==> config.mk <==
export PLATFORM = sky130hd
export DESIGN_NAME = playfair_digraph_cipher_flat
export DESIGN_NICKNAME = d
export VERILOG_FILES = /design/src/rtl/core/pfc_pkg.sv /design/src/rtl/core/pfc_if.sv /design/src/rtl/core/playfair_digraph_cipher.sv /design/src/rtl/core/pfc_lane.sv /design/src/rtl/core/pfc_merge.sv /design/src/flat_wrapper.sv
export SDC_FILE = /design/constraint.sdc
export NUM_CORES = 1
export LEC_CHECK = 0
export BUFFER_PORTS_ARGS = -buffer_cell sky130_fd_sc_hd__clkbuf_2
export CORE_ASPECT_RATIO = 0.75
export CORE_MARGIN = 4
export CORE_UTILIZATION = 25
export CTS_BUF_LIST = sky130_fd_sc_hd__clkbuf_8
export CTS_CLUSTER_SIZE = 24
export DETAILED_ROUTE_END_ITERATION = 10
export PLACE_DENSITY = 0.52
export SYNTH_ARGS = -nofsm -noshare
export SYNTH_HDL_FRONTEND = slang
export SYNTH_SLANG_ARGS = --single-unit
==> constraint.sdc <==
create_clock -name clk -period 3.9 [get_ports clk]
set_clock_uncertainty 0.05 [all_clocks]
set_input_delay 0.78 -clock clk [delete_from_list [all_inputs] [get_ports clk]]
set_output_delay 0.78 -clock clk [all_outputs]
set_load 0.02 [all_outputs]
==> src/rtl/core/pfc_pkg.sv <==
`timescale 1ns / 1ps
package pfc_pkg;

  localparam int SIDE       = 5;
  localparam int CELLS      = SIDE * SIDE;
  localparam int CODE_W     = 5;
  localparam int POS_W      = 3;
  localparam int CFG_W      = 50;
  localparam int CFG_ADDR_W = 2;

  typedef logic [CODE_W-1:0] pfc_code_t;
  typedef logic [POS_W-1:0]  pfc_pos_t;
  typedef logic [CELLS-1:0][CODE_W-1:0] pfc_square_t;

  typedef enum logic [CFG_ADDR_W-1:0] {
    REG_CELLS_LO  = 2'd0,
    REG_CELLS_MID = 2'd1,
    REG_CELLS_HI  = 2'd2
  } pfc_reg_t;

  localparam logic [49:0] RST_CELLS_LO  = 50'd179255564896711;
  localparam logic [49:0] RST_CELLS_MID = 50'd688896091761926;
  localparam logic [24:0] RST_CELLS_HI  = 25'd26991284;

  localparam pfc_pos_t POS_LAST = pfc_pos_t'(SIDE - 1);

  // where one letter sits in the square
  typedef struct packed {
    logic     found;
    pfc_pos_t row;
    pfc_pos_t col;
  } pfc_loc_t;

  // wrap one step forward or back within a row or column
  function automatic pfc_pos_t pos_step(pfc_pos_t p, logic back);
    pfc_pos_t q;
    if (back) q = (p == '0) ? POS_LAST : p - pfc_pos_t'(1);
    else      q = (p == POS_LAST) ? '0 : p + pfc_pos_t'(1);
    return q;
  endfunction

  function automatic pfc_code_t cell_at(pfc_square_t sq, pfc_pos_t row, pfc_pos_t col);
    logic [CODE_W-1:0] idx;
    idx = CODE_W'(row) * CODE_W'(SIDE) + CODE_W'(col);
    return sq[idx];
  endfunction

endpackage

==> src/rtl/core/pfc_if.sv <==
`timescale 1ns / 1ps
interface pfc_in_if;
  import pfc_pkg::*;
  logic      valid;
  logic      ready;
  logic      func;
  pfc_code_t first_letter;
  pfc_code_t second_letter;
  modport source (output valid, func, first_letter, second_letter, input ready);
  modport sink   (input valid, func, first_letter, second_letter, output ready);
endinterface

interface pfc_out_if;
  import pfc_pkg::*;
  logic      valid;
  logic      ready;
  pfc_code_t first_out;
  pfc_code_t second_out;
  logic      not_found;
  modport source (output valid, first_out, second_out, not_found, input ready);
  modport sink   (input valid, first_out, second_out, not_found, output ready);
endinterface

==> src/rtl/core/playfair_digraph_cipher.sv <==
`timescale 1ns / 1ps
// Playfair digraph substitution over a 5x5 key square held in three config
// registers (cell 0 in the low bits of register 0, five bits per cell).
// Each accepted digraph passes through a lane stage, then a merge stage:
// the first stage runs two lookup lanes, one per letter, that
// compare against all 25 cells at once and register row and column; the
// second stage merges the two positions into the same-row, same-column or
// rectangle rule, reads the new letters out of the square and registers them.
// Throughput is one digraph per cycle whenever the output is taken.
// A letter missing from the square gives not_found with both letters zero;
// a letter held in more than one cell resolves to the highest cell.
// The square must only be rewritten while no digraph is in flight.
module playfair_digraph_cipher
  import pfc_pkg::*;
(
  input  logic                  clk,
  input  logic                  rst_n,
  input  logic                  cfg_we,
  input  logic [CFG_ADDR_W-1:0] cfg_addr,
  input  logic [CFG_W-1:0]      cfg_data,
  pfc_in_if.sink                in_chan,
  pfc_out_if.source             out_chan
);

  // key square registers
  logic [49:0] cells_lo_r, cells_mid_r;
  logic [24:0] cells_hi_r;
  pfc_square_t square;

  always_ff @(posedge clk) begin
    if (!rst_n) begin
      cells_lo_r  <= RST_CELLS_LO;
      cells_mid_r <= RST_CELLS_MID;
      cells_hi_r  <= RST_CELLS_HI;
    end else if (cfg_we) begin
      unique case (pfc_reg_t'(cfg_addr))
        REG_CELLS_LO:  cells_lo_r  <= cfg_data;
        REG_CELLS_MID: cells_mid_r <= cfg_data;
        REG_CELLS_HI:  cells_hi_r  <= cfg_data[24:0];
        default: ;
      endcase
    end
  end

  assign square = {cells_hi_r, cells_mid_r, cells_lo_r};

  // pipeline control: each stage advances when the one after it has room
  logic s1_v_r, out_v_r;
  logic out_take, s1_take, in_take;

  assign out_take = !out_v_r || out_chan.ready;
  assign s1_take  = !s1_v_r || out_take;
  assign in_chan.ready = s1_take;
  assign in_take  = in_chan.valid && s1_take;

  // lane stage: one lookup lane per letter
  pfc_loc_t loc_a, loc_b;
  pfc_loc_t loc_a_r, loc_b_r;
  logic     func_r;

  pfc_lane u_lane_a (
    .square (square),
    .letter (in_chan.first_letter),
    .loc    (loc_a)
  );

  pfc_lane u_lane_b (
    .square (square),
    .letter (in_chan.second_letter),
    .loc    (loc_b)
  );

  always_ff @(posedge clk) begin
    if (!rst_n) begin
      s1_v_r <= 1'b0;
    end else if (s1_take) begin
      s1_v_r <= in_chan.valid;
    end
  end

  always_ff @(posedge clk) begin
    if (in_take) begin
      loc_a_r <= loc_a;
      loc_b_r <= loc_b;
      func_r  <= in_chan.func;
    end
  end

  // merge stage: apply the digraph rule and read back the square
  pfc_code_t first_nxt, second_nxt;
  logic      nf_nxt;
  pfc_code_t first_r, second_r;
  logic      nf_r;

  pfc_merge u_merge (
    .square     (square),
    .func       (func_r),
    .loc_a      (loc_a_r),
    .loc_b      (loc_b_r),
    .first_out  (first_nxt),
    .second_out (second_nxt),
    .not_found  (nf_nxt)
  );

  always_ff @(posedge clk) begin
    if (!rst_n) begin
      out_v_r <= 1'b0;
    end else if (out_take) begin
      out_v_r <= s1_v_r;
    end
  end

  always_ff @(posedge clk) begin
    if (out_take && s1_v_r) begin
      first_r  <= first_nxt;
      second_r <= second_nxt;
      nf_r     <= nf_nxt;
    end
  end

  assign out_chan.valid      = out_v_r;
  assign out_chan.first_out  = first_r;
  assign out_chan.second_out = second_r;
  assign out_chan.not_found  = nf_r;

  // checks

  // a transfer always lands in the lane stage
  a_in_lands: assert property (@(posedge clk) disable iff (!rst_n)
    in_chan.valid && in_chan.ready |=> s1_v_r)
    else $error("input transfer lost");

  // a lane result waiting on a stalled output is kept
  a_s1_hold: assert property (@(posedge clk) disable iff (!rst_n)
    s1_v_r && out_v_r && !out_chan.ready |=> s1_v_r && $stable(loc_a_r) && $stable(loc_b_r))
    else $error("lane stage dropped under stall");

  // a missing letter gives zero letters out
  a_nf_zero: assert property (@(posedge clk) disable iff (!rst_n)
    out_v_r && nf_r |-> first_r == '0 && second_r == '0)
    else $error("not_found with nonzero letters");

  // reset empties the pipeline
  a_rst_empty: assert property (@(posedge clk)
    !rst_n |=> !s1_v_r && !out_v_r)
    else $error("pipeline not empty after reset");

endmodule

==> src/rtl/core/pfc_lane.sv <==
`timescale 1ns / 1ps
module pfc_lane
  import pfc_pkg::*;
(
  input  pfc_square_t square,
  input  pfc_code_t   letter,
  output pfc_loc_t    loc
);

  // highest-numbered matching cell wins
  always_comb begin
    loc = '0;
    for (int r = 0; r < SIDE; r++) begin
      for (int c = 0; c < SIDE; c++) begin
        if (square[r*SIDE + c] == letter) begin
          loc.found = 1'b1;
          loc.row   = pfc_pos_t'(r);
          loc.col   = pfc_pos_t'(c);
        end
      end
    end
  end

endmodule

==> src/rtl/core/pfc_merge.sv <==
`timescale 1ns / 1ps
module pfc_merge
  import pfc_pkg::*;
(
  input  pfc_square_t square,
  input  logic        func,
  input  pfc_loc_t    loc_a,
  input  pfc_loc_t    loc_b,
  output pfc_code_t   first_out,
  output pfc_code_t   second_out,
  output logic        not_found
);

  pfc_pos_t ra, ca, rb, cb;

  always_comb begin
    ra = loc_a.row;
    ca = loc_b.col;
    rb = loc_b.row;
    cb = loc_a.col;
    if (loc_a.row == loc_b.row) begin
      ca = pos_step(loc_a.col, func);
      cb = pos_step(loc_b.col, func);
    end else if (loc_a.col == loc_b.col) begin
      ra = pos_step(loc_a.row, func);
      rb = pos_step(loc_b.row, func);
      ca = loc_a.col;
      cb = loc_b.col;
    end
    not_found  = !(loc_a.found && loc_b.found);
    first_out  = not_found ? '0 : cell_at(square, ra, ca);
    second_out = not_found ? '0 : cell_at(square, rb, cb);
  end

endmodule
==> src/flat_wrapper.sv <==
// flat-port wrapper written by rule: the top's interface ports become plain ports
module playfair_digraph_cipher_flat import pfc_pkg::*;
  (clk, rst_n, cfg_we, cfg_addr, cfg_data, in_chan_valid, in_chan_func, in_chan_first_letter, in_chan_second_letter, in_chan_ready, out_chan_valid, out_chan_first_out, out_chan_second_out, out_chan_not_found, out_chan_ready);
  pfc_in_if in_chan_i ();
  pfc_out_if out_chan_i ();
  input  logic clk;
  input  logic rst_n;
  input  logic cfg_we;
  input  logic [CFG_ADDR_W-1:0] cfg_addr;
  input  logic [CFG_W-1:0] cfg_data;
  input wire logic [$bits(in_chan_i.valid)-1:0] in_chan_valid;
  input wire logic [$bits(in_chan_i.func)-1:0] in_chan_func;
  input wire logic [$bits(in_chan_i.first_letter)-1:0] in_chan_first_letter;
  input wire logic [$bits(in_chan_i.second_letter)-1:0] in_chan_second_letter;
  output wire logic [$bits(in_chan_i.ready)-1:0] in_chan_ready;
  output wire logic [$bits(out_chan_i.valid)-1:0] out_chan_valid;
  output wire logic [$bits(out_chan_i.first_out)-1:0] out_chan_first_out;
  output wire logic [$bits(out_chan_i.second_out)-1:0] out_chan_second_out;
  output wire logic [$bits(out_chan_i.not_found)-1:0] out_chan_not_found;
  input wire logic [$bits(out_chan_i.ready)-1:0] out_chan_ready;
  assign in_chan_i.valid = in_chan_valid;
  assign in_chan_i.func = in_chan_func;
  assign in_chan_i.first_letter = in_chan_first_letter;
  assign in_chan_i.second_letter = in_chan_second_letter;
  assign in_chan_ready = in_chan_i.ready;
  assign out_chan_valid = out_chan_i.valid;
  assign out_chan_first_out = out_chan_i.first_out;
  assign out_chan_second_out = out_chan_i.second_out;
  assign out_chan_not_found = out_chan_i.not_found;
  assign out_chan_i.ready = out_chan_ready;
  playfair_digraph_cipher u_core (.clk(clk), .rst_n(rst_n), .cfg_we(cfg_we), .cfg_addr(cfg_addr), .cfg_data(cfg_data), .in_chan(in_chan_i), .out_chan(out_chan_i));
endmodule
; ---- Yosys cells after proc, flatten, opt, wreduce, memory -nomap -nowiden
; Index checks and enable logic that the tools add are counted.
[word_totals]
regBits = 153
latchBits = 0
ram_bits = 0
mem_bits_ro = 0
input_bits = 68
output_inout_bits = 13
n_memories = 0
[op_classes]
addsub = 10
mul = 2
div = 0
magnitude_cmp = 2
n_eq_ne = 58
shift = 0
mux = 72
bitwise_logic = 0
reduce_logical = 20
[op_table]
columns = operator, count
row1 = equality test 5 bit, 50
row2 = 2-to-1 mux 6 bit, 38
row3 = 2-to-1 mux 3 bit, 28
row4 = binary-select mux 5 bit (select 5 bit), 2
row5 = OR reduction 24 bit, 2
row6 = 2-to-1 mux 7 bit, 2
row7 = "adder 3 x 1 -> 3 bit, second input constant", 4
row8 = "equality test 3 bit, second input constant", 4
row9 = zero test 3 bit, 4
row10 = "< comparator 5 x 6 -> 1 bit, second input constant", 2
row11 = "subtractor 3 x 1 -> 3 bit, second input constant", 4
row12 = adder 5 x 3 -> 5 bit, 2
row13 = "multiplier 3 x 3 -> 5 bit, second input constant", 2
row14 = 2-to-1 mux 5 bit, 2
row15 = OR reduction 5 bit, 2
row16 = equality test 3 bit, 2
row17 = AND reduction 2 bit, 3
row18 = logical AND 1 bit, 3
row19 = zero test 1 bit, 3
row20 = "equality test 2 x 1 -> 1 bit, second input constant", 1
row21 = "equality test 2 bit, second input constant", 1
row22 = zero test 2 bit, 1
row23 = logical OR 1 bit, 2

; ---- Depth between registers and ports, before layout
[logic_depth]
ltp_word = 25
depth_mapped = 15

; ---- Cells and area by module
; A second synthesis with hierarchy kept.
[unflattened]
hier_cells = 1654
area_unflattened_um2 = 14159.8
[modules_own_cells]
columns = mod, n_inst, cells_per_inst, area_per_inst_um2, seq_area_each_um2
row1 = playfair_digraph_cipher, 1, 541, 5923.2, 3323.2
row2 = pfc_merge, 1, 637, 4590.7, 0.0
row3 = pfc_lane, 2, 238, 1823.0, 0.0

; ---- Least setup slack after synthesis
; Ideal clock, no wire load.
[synth_path]
path_kind = flip-flop to flip-flop
from = register u_core.loc_b_r[3] (netlist name)
to = register u_core.first_r[1], in the netlist u_core.out_chan.first_out[1], data pin
setup_time_ps = 265
arrival_time_ps = 3938
required_time_ps = 3585
setup_slack_ps = -353
stages_incl_launch_ff = 13
cell_sequence = edfxtp_1 xor2_1 nor3_1 or4_4 o21ai_1 o21ai_2 ha_1 ha_1 fa_1 xor2_1 mux4_2 nand2_1 mux2i_1
[synth_via]
elab_chain_cells = 6
elab_cells_between_ends = 7
classes_between = 1 x add/sub / 1 x mul / 1 x eq/ne / 4 x mux
[synth_lines]
columns = element, line
row1 = start: declaration, playfair_digraph_cipher.sv:58  ; pfc_loc_t loc_a_r, loc_b_r;
row2 = start signal: assignment, playfair_digraph_cipher.sv:84  ; loc_b_r <= loc_b;
row3 = equality test 3 bit *, pfc_merge.sv:21  ; if (loc_a.row == loc_b.row) begin
row4 = 2-to-1 mux 3 bit, pfc_merge.sv:21
row5 = multiplier 3 x 3 -> 5 bit, pfc_pkg.sv:44  ; idx = CODE_W'(row) * CODE_W'(SIDE) + CODE_W'(col);
row6 = adder 5 x 3 -> 5 bit *, pfc_pkg.sv:44
row7 = binary-select mux 5 bit (select 5 bit) *, pfc_pkg.sv:45  ; return sq[idx];
row8 = 2-to-1 mux 5 bit (not written as such) *, pfc_pkg.sv:45
row9 = end signal: assignment, playfair_digraph_cipher.sv:115  ; first_r <= first_nxt;
row10 = end: declaration, playfair_digraph_cipher.sv:92  ; pfc_code_t first_r, second_r;
; Every way passes the cells marked *; elsewhere a longest branch is shown, timed or not. The select of a mux whose other input is x is not followed.
; A chain may end at the register's enable or synchronous reset.

; ---- Final worst setup path
[layout_path]
from = register u_core.loc_b_r[3] (netlist name)
to = register u_core.second_r[0], in the netlist u_core.out_chan.second_out[0], data pin
[layout_via]
elab_chain_cells = 9
elab_cells_between_ends = 15
classes_between = 3 x add/sub / 1 x mul / 2 x eq/ne / 8 x mux / 1 x reduce/logical
[layout_lines]
columns = element, line
row1 = adder 3 x 1 -> 3 bit (tied with other cells), pfc_pkg.sv:38  ; else q = (p == POS_LAST) ? '0 : p + pfc_pos_t'(1);
row2 = 2-to-1 mux 3 bit (on tied branches), "pfc_pkg.sv:38, pfc_pkg.sv:37"
row3 = 2-to-1 mux 3 bit, pfc_pkg.sv:37  ; if (back) q = (p == '0) ? POS_LAST : p - pfc_pos_t'(1);
row4 = 2-to-1 mux 3 bit, pfc_merge.sv:24  ; end else if (loc_a.col == loc_b.col) begin
row5 = 2-to-1 mux 3 bit, pfc_merge.sv:21
row6 = multiplier 3 x 3 -> 5 bit, pfc_pkg.sv:44
row7 = adder 5 x 3 -> 5 bit *, pfc_pkg.sv:44
row8 = binary-select mux 5 bit (select 5 bit) *, pfc_pkg.sv:45
row9 = 2-to-1 mux 5 bit (not written as such) *, pfc_pkg.sv:45
row10 = end signal: assignment, playfair_digraph_cipher.sv:116  ; second_r <= second_nxt;
row11 = end: declaration, playfair_digraph_cipher.sv:92
; Marked as above.

==> report_table.html <==
<table>
<tr><th>Metric</th><th>Value</th></tr>
<tr><th colspan="2">Run status</th></tr>
<tr><td>Result of the run</td><td>complete, no violations</td></tr>
<tr><th colspan="2">Yosys</th></tr>
<tr><td>Warnings from Yosys</td><td>0</td></tr>
<tr><td>Share of flip-flops with an asynchronous set or reset</td><td>0</td></tr>
<tr><td>Largest area contributor in the synthesized netlist</td><td>dfxtp_1</td></tr>
<tr><td>Number of enable flip-flop cells after synthesis</td><td>26</td></tr>
<tr><td>#FFs+latches synth</td><td>153</td></tr>
<tr><td>Sequential-to-total area share from yosys stat</td><td>0.2811</td></tr>
<tr><td>Synth Area per Inst</td><td>8.782 um2</td></tr>
<tr><td>Synth Area in Adders</td><td>0.03726</td></tr>
<tr><td>Mux contribution to synthesized area</td><td>0.1529</td></tr>
<tr><td>Number of nets produced by synthesis</td><td>around 1400</td></tr>
<tr><td>XOR/XNOR Fraction of Synth Area</td><td>0.1995</td></tr>
<tr><td>Fraction of the mapped netlist area in simple logic gates</td><td>0.2009</td></tr>
<tr><td>Synth top area cells</td><td>dfxtp_1 (22%), mux4_2 (13%), xor2_1 (10%)</td></tr>
<tr><td>Share of Yosys cell area claimed by the top area cell type</td><td>0.2151</td></tr>
<tr><td>Largest family of logic cells by synthesized area</td><td>simple AND/OR/NAND/NOR gates</td></tr>
<tr><td>Unique cell type count in the Yosys netlist</td><td>53</td></tr>
<tr><td>Synth Area in Compound Gates</td><td>0.08712</td></tr>
<tr><td>Top_reg_cell synth</td><td>dfxtp_1</td></tr>
<tr><td>Most repeated cell in the gate-level netlist after synthesis</td><td>nand2_1</td></tr>
<tr><td>Most frequent cells after synthesis</td><td>nand2_1 (297), xor2_1 (135), xnor2_1 (128), dfxtp_1 (127), nand3_1 (116)</td></tr>
<tr><td>Area of the mapped netlist</td><td>approximately 12000 um2</td></tr>
<tr><td>Syn Inst Count</td><td>1346</td></tr>
<tr><th colspan="2">STA</th></tr>
<tr><td>Unrepaired setup endpoints after global routing</td><td>yes</td></tr>
<tr><td>Final Hold Viols</td><td>0</td></tr>
<tr><td>Hold Worst Slack</td><td>roughly 0.37 ns</td></tr>
<tr><td>Accumulated negative setup slack</td><td>0 ns</td></tr>
<tr><td>Worst-case setup margin in the final layout</td><td>0.1052 ns</td></tr>
<tr><td>Upper clock frequency limit</td><td>~260 MHz</td></tr>
<tr><td>Relative max-transition margin</td><td>0.2686</td></tr>
<tr><td>Time the final worst path needs with I/O delays and setup</td><td>between 3 and 4 ns</td></tr>
<tr><td>Slew at the pin closest to its max-slew limit</td><td>around 1.1 ns</td></tr>
<tr><td>Final-report max-slew violation count</td><td>0</td></tr>
<tr><td>Setup-failing EPs final</td><td>0</td></tr>
<tr><td>Final worst-path cycle share</td><td>0.9730</td></tr>
<tr><th colspan="2">CTS</th></tr>
<tr><td>Clock transition at the registers of the reported paths</td><td>approximately 0.11 ns</td></tr>
<tr><td>Clock tree from TritonCTS</td><td>yes</td></tr>
<tr><td>Depth of the CTS H-tree</td><td>4</td></tr>
<tr><td>Cts-stage hold buffer count</td><td>0</td></tr>
<tr><td>Sink count of the clock tree</td><td>approximately 150</td></tr>
<tr><td>Number of buffers on the longest clock path</td><td>2</td></tr>
<tr><td>Clock root buffer</td><td>clkbuf_8</td></tr>
<tr><td>CTS Buf Count</td><td>17</td></tr>
<tr><td>Clock latency reported for the late side of the worst-skew pair</td><td>0.53 ns</td></tr>
<tr><th colspan="2">Global routing</th></tr>
<tr><td>Routing usage on met1</td><td>0.2591</td></tr>
<tr><td>Via count of the first global-routing pass</td><td>9986</td></tr>
<tr><td>Overall overflow remaining after global route</td><td>0</td></tr>
<tr><td>Antenna violations before repair</td><td>3</td></tr>
<tr><td>GR Util met3</td><td>0.05652</td></tr>
<tr><td>Global-route wire length before repair</td><td>66.48 mm</td></tr>
<tr><td>Pin count of the biggest net entering global routing</td><td>117</td></tr>
<tr><td>Met2 Resource Use GR</td><td>0.2505</td></tr>
<tr><td>Peak-usage layer in the global routing report</td><td>met1</td></tr>
<tr><td>Total track usage</td><td>0.1770</td></tr>
<tr><th colspan="2">Pwr</th></tr>
<tr><td>Leakage Power</td><td>between 5 and 6 nW</td></tr>
<tr><td>Power density relative to cell area</td><td>approximately 540 nW/um2</td></tr>
<tr><td>Worst vdd rail ir drop</td><td>around 0.26 mV</td></tr>
<tr><th colspan="2">Die</th></tr>
<tr><td>Overall die height</td><td>196.3 um</td></tr>
<tr><td>Row count</td><td>68</td></tr>
<tr><td>Core area</td><td>46370 um2</td></tr>
<tr><td>Die Width</td><td>around 260 um</td></tr>
<tr><td>I/O pin count</td><td>about 80</td></tr>
<tr><td>Starting density of the core</td><td>0.2549</td></tr>
<tr><td>DIE AREA</td><td>around 51000 um2</td></tr>
<tr><th colspan="2">Drt</th></tr>
<tr><td>Number of DRC markers in iteration 0</td><td>~1100</td></tr>
<tr><td>Routed vias</td><td>about 11000</td></tr>
<tr><td>Per-cell via count in the routed design</td><td>approximately 5.1</td></tr>
<tr><td>Count of antenna-violating nets left after detailed routing</td><td>0</td></tr>
<tr><td>Number of search-and-repair iterations in the first detailed-routing pass</td><td>5</td></tr>
<tr><td>Remaining design rule violation count</td><td>0</td></tr>
<tr><td>Aggregate routed wire length</td><td>45.74 mm</td></tr>
<tr><td>Wirelength per Cell</td><td>about 22 um</td></tr>
<tr><th colspan="2">Placement</th></tr>
<tr><td>Worst setup slack after placement</td><td>-0.1579 ns</td></tr>
<tr><td>Input/output buffers</td><td>80</td></tr>
<tr><td>Dpl hpwl</td><td>35.72 mm</td></tr>
<tr><td>Routability congestion estimate</td><td>around 0.97</td></tr>
<tr><th colspan="2">Final layout</th></tr>
<tr><td>Fillers</td><td>between 4000 and 5000</td></tr>
<tr><td>Net count of the finished layout</td><td>about 1600</td></tr>
<tr><td>Area Overhead vs Synth</td><td>19.81%</td></tr>
<tr><td>Area occupied by multi-input gates</td><td>8259 um2</td></tr>
<tr><td>Area taken by flip-flops and latches</td><td>approximately 3300 um2</td></tr>
<tr><td>Share of layout cells above drive strength 1</td><td>0.2198</td></tr>
<tr><td>Post-layout util</td><td>0.3054</td></tr>
<tr><th colspan="2">Setup path</th></tr>
<tr><td>Max Fanout on Critical Path</td><td>6</td></tr>
<tr><td>Arrival @ worst endpoint</td><td>about 4.0 ns</td></tr>
<tr><td>Critical Path RT</td><td>between 4 and 5 ns</td></tr>
<tr><td>Category of the critical setup timing path</td><td>reg -&gt; reg</td></tr>
<tr><td>Critical path startpoint category</td><td>flip-flop</td></tr>
<tr><td>Endpoint kind of the worst setup timing path</td><td>flip-flop</td></tr>
<tr><th colspan="2">Job</th></tr>
<tr><td>Maxcap violations</td><td>0</td></tr>
<tr><th colspan="2">Hold path</th></tr>
<tr><td>Worst hold path class</td><td>in -&gt; reg</td></tr>
</table>
## registers in the layout, indices dropped and copies added (netlist names)
signal	flops
u_core.out_chan.second_out	5
u_core.cells_mid_r	50
u_core.out_chan.valid	1
u_core.loc_b_r	7
u_core.loc_a_r	7
u_core.cells_lo_r	50
u_core.func_r	1
u_core.cells_hi_r	25
u_core.s1_v_r	1
u_core.out_chan.not_found	1
u_core.out_chan.first_out	5
## placed cells by master (no fill, tap or decap), types with 8 or more instances in the layout
master / synthesis / final
xor2_1: 135 / 132
buf_4: 3 / 84
inv_1: 25 / 25
nand3_1: 116 / 116
clkbuf_2: 0 / 79
clkbuf_8: 0 / 17
mux4_2: 70 / 70
xnor2_1: 128 / 127
mux2i_1: 23 / 23
dfxtp_1: 127 / 127
nor3_1: 59 / 58
nand2_1: 297 / 296
ha_4: 0 / 10
ha_1: 32 / 20
buf_12: 0 / 12
edfxtp_1: 26 / 26
a21oi_1: 18 / 17
o21ai_0: 24 / 16
a21boi_0: 72 / 72
nor2_1: 18 / 18
o21ai_2: 2 / 8
## layer usage
metal | vias to the layer above | routed length, um
met5 | - | 13
met2 | 449 | 18950
li1 | 4861 | -
met4 | 2 | 859
met1 | 5276 | 21290
met3 | 50 | 4630
## cell type report
type | instances | area share
Tap cell | 630 | 0.05566
Timing Repair Buffer | 178 | 0.09277
Antenna cell | 1 | 0.0001767
Sequential cell | 153 | 0.2347
Inverter | 25 | 0.006627
Multi-Input combinational cell | 1077 | 0.5832
Clock buffer | 17 | 0.01652
Clock inverter | 15 | 0.01034
## final timing paths
path	start	to	slack [ns]	depth (start not counted)
setup / recovery	u_core.loc_b_r[3]	u_core.out_chan.second_out[0]	0.11	16
hold / removal	in_chan_func	u_core.func_r	0.37	1
setup reg to reg	u_core.loc_b_r[3]	u_core.out_chan.second_out[0]	0.11	16
hold reg to reg	u_core.s1_v_r	u_core.out_chan.valid	0.47	1
## where the power goes
part / switching (mW) / internal [mW] / total [mW] / leakage [nW]
Clock: 0.770 / 0.475 / 1.24 / 0.194
Sequential: 0.158 / 1.73 / 1.89 / 1.29
Combinational: 2.20 / 2.30 / 4.50 / 4.00
Total: 3.12 / 4.51 / 7.63 / 5.48
## repair_timing
action	in CTS	in global routing
pin swaps	4	16
endpoints found under the setup margin	10	10
resized for setup	6	35
setup buffers	4	5
cloned	1	1
## stage by stage
| step | area, um2 | instances | power, mW |
|---|---|---|---|
| after floorplan | 11850 | 1346 | 4.457 |
| after global placement | 13460 | 2053 | 5.947 |
| after detailed placement | 13460 | 2053 | 5.973 |
| after CTS | 13920 | 2090 | 7.360 |
| after global routing | 14160 | 2096 | 8.034 |
| final | 14160 | 2096 | 7.633 |
## cells by family after synthesis
logic type	after synthesis
flops	153
compound gates	150
xor+xnor	265
simple gates	535
fa+ha+maj	34
mux	93
buf+inv	116
## worst max-delay path, stage by stage, from the launching register on
cell	delay, ns
edfxtp_1	0.42
buf_4	0.15
buf_4	0.15
inv_1	0.06
ha_2	0.22
ha_4	0.15
nor2_1	0.04
a32oi_1	0.25
o21ai_2	0.11
ha_4	0.28
ha_4	0.20
fa_2	0.41
xor2_2	0.21
buf_6	0.17
mux4_2	0.50
nand2_1	0.10
mux2i_1	0.09
Power figures use the tool's default switching activity.
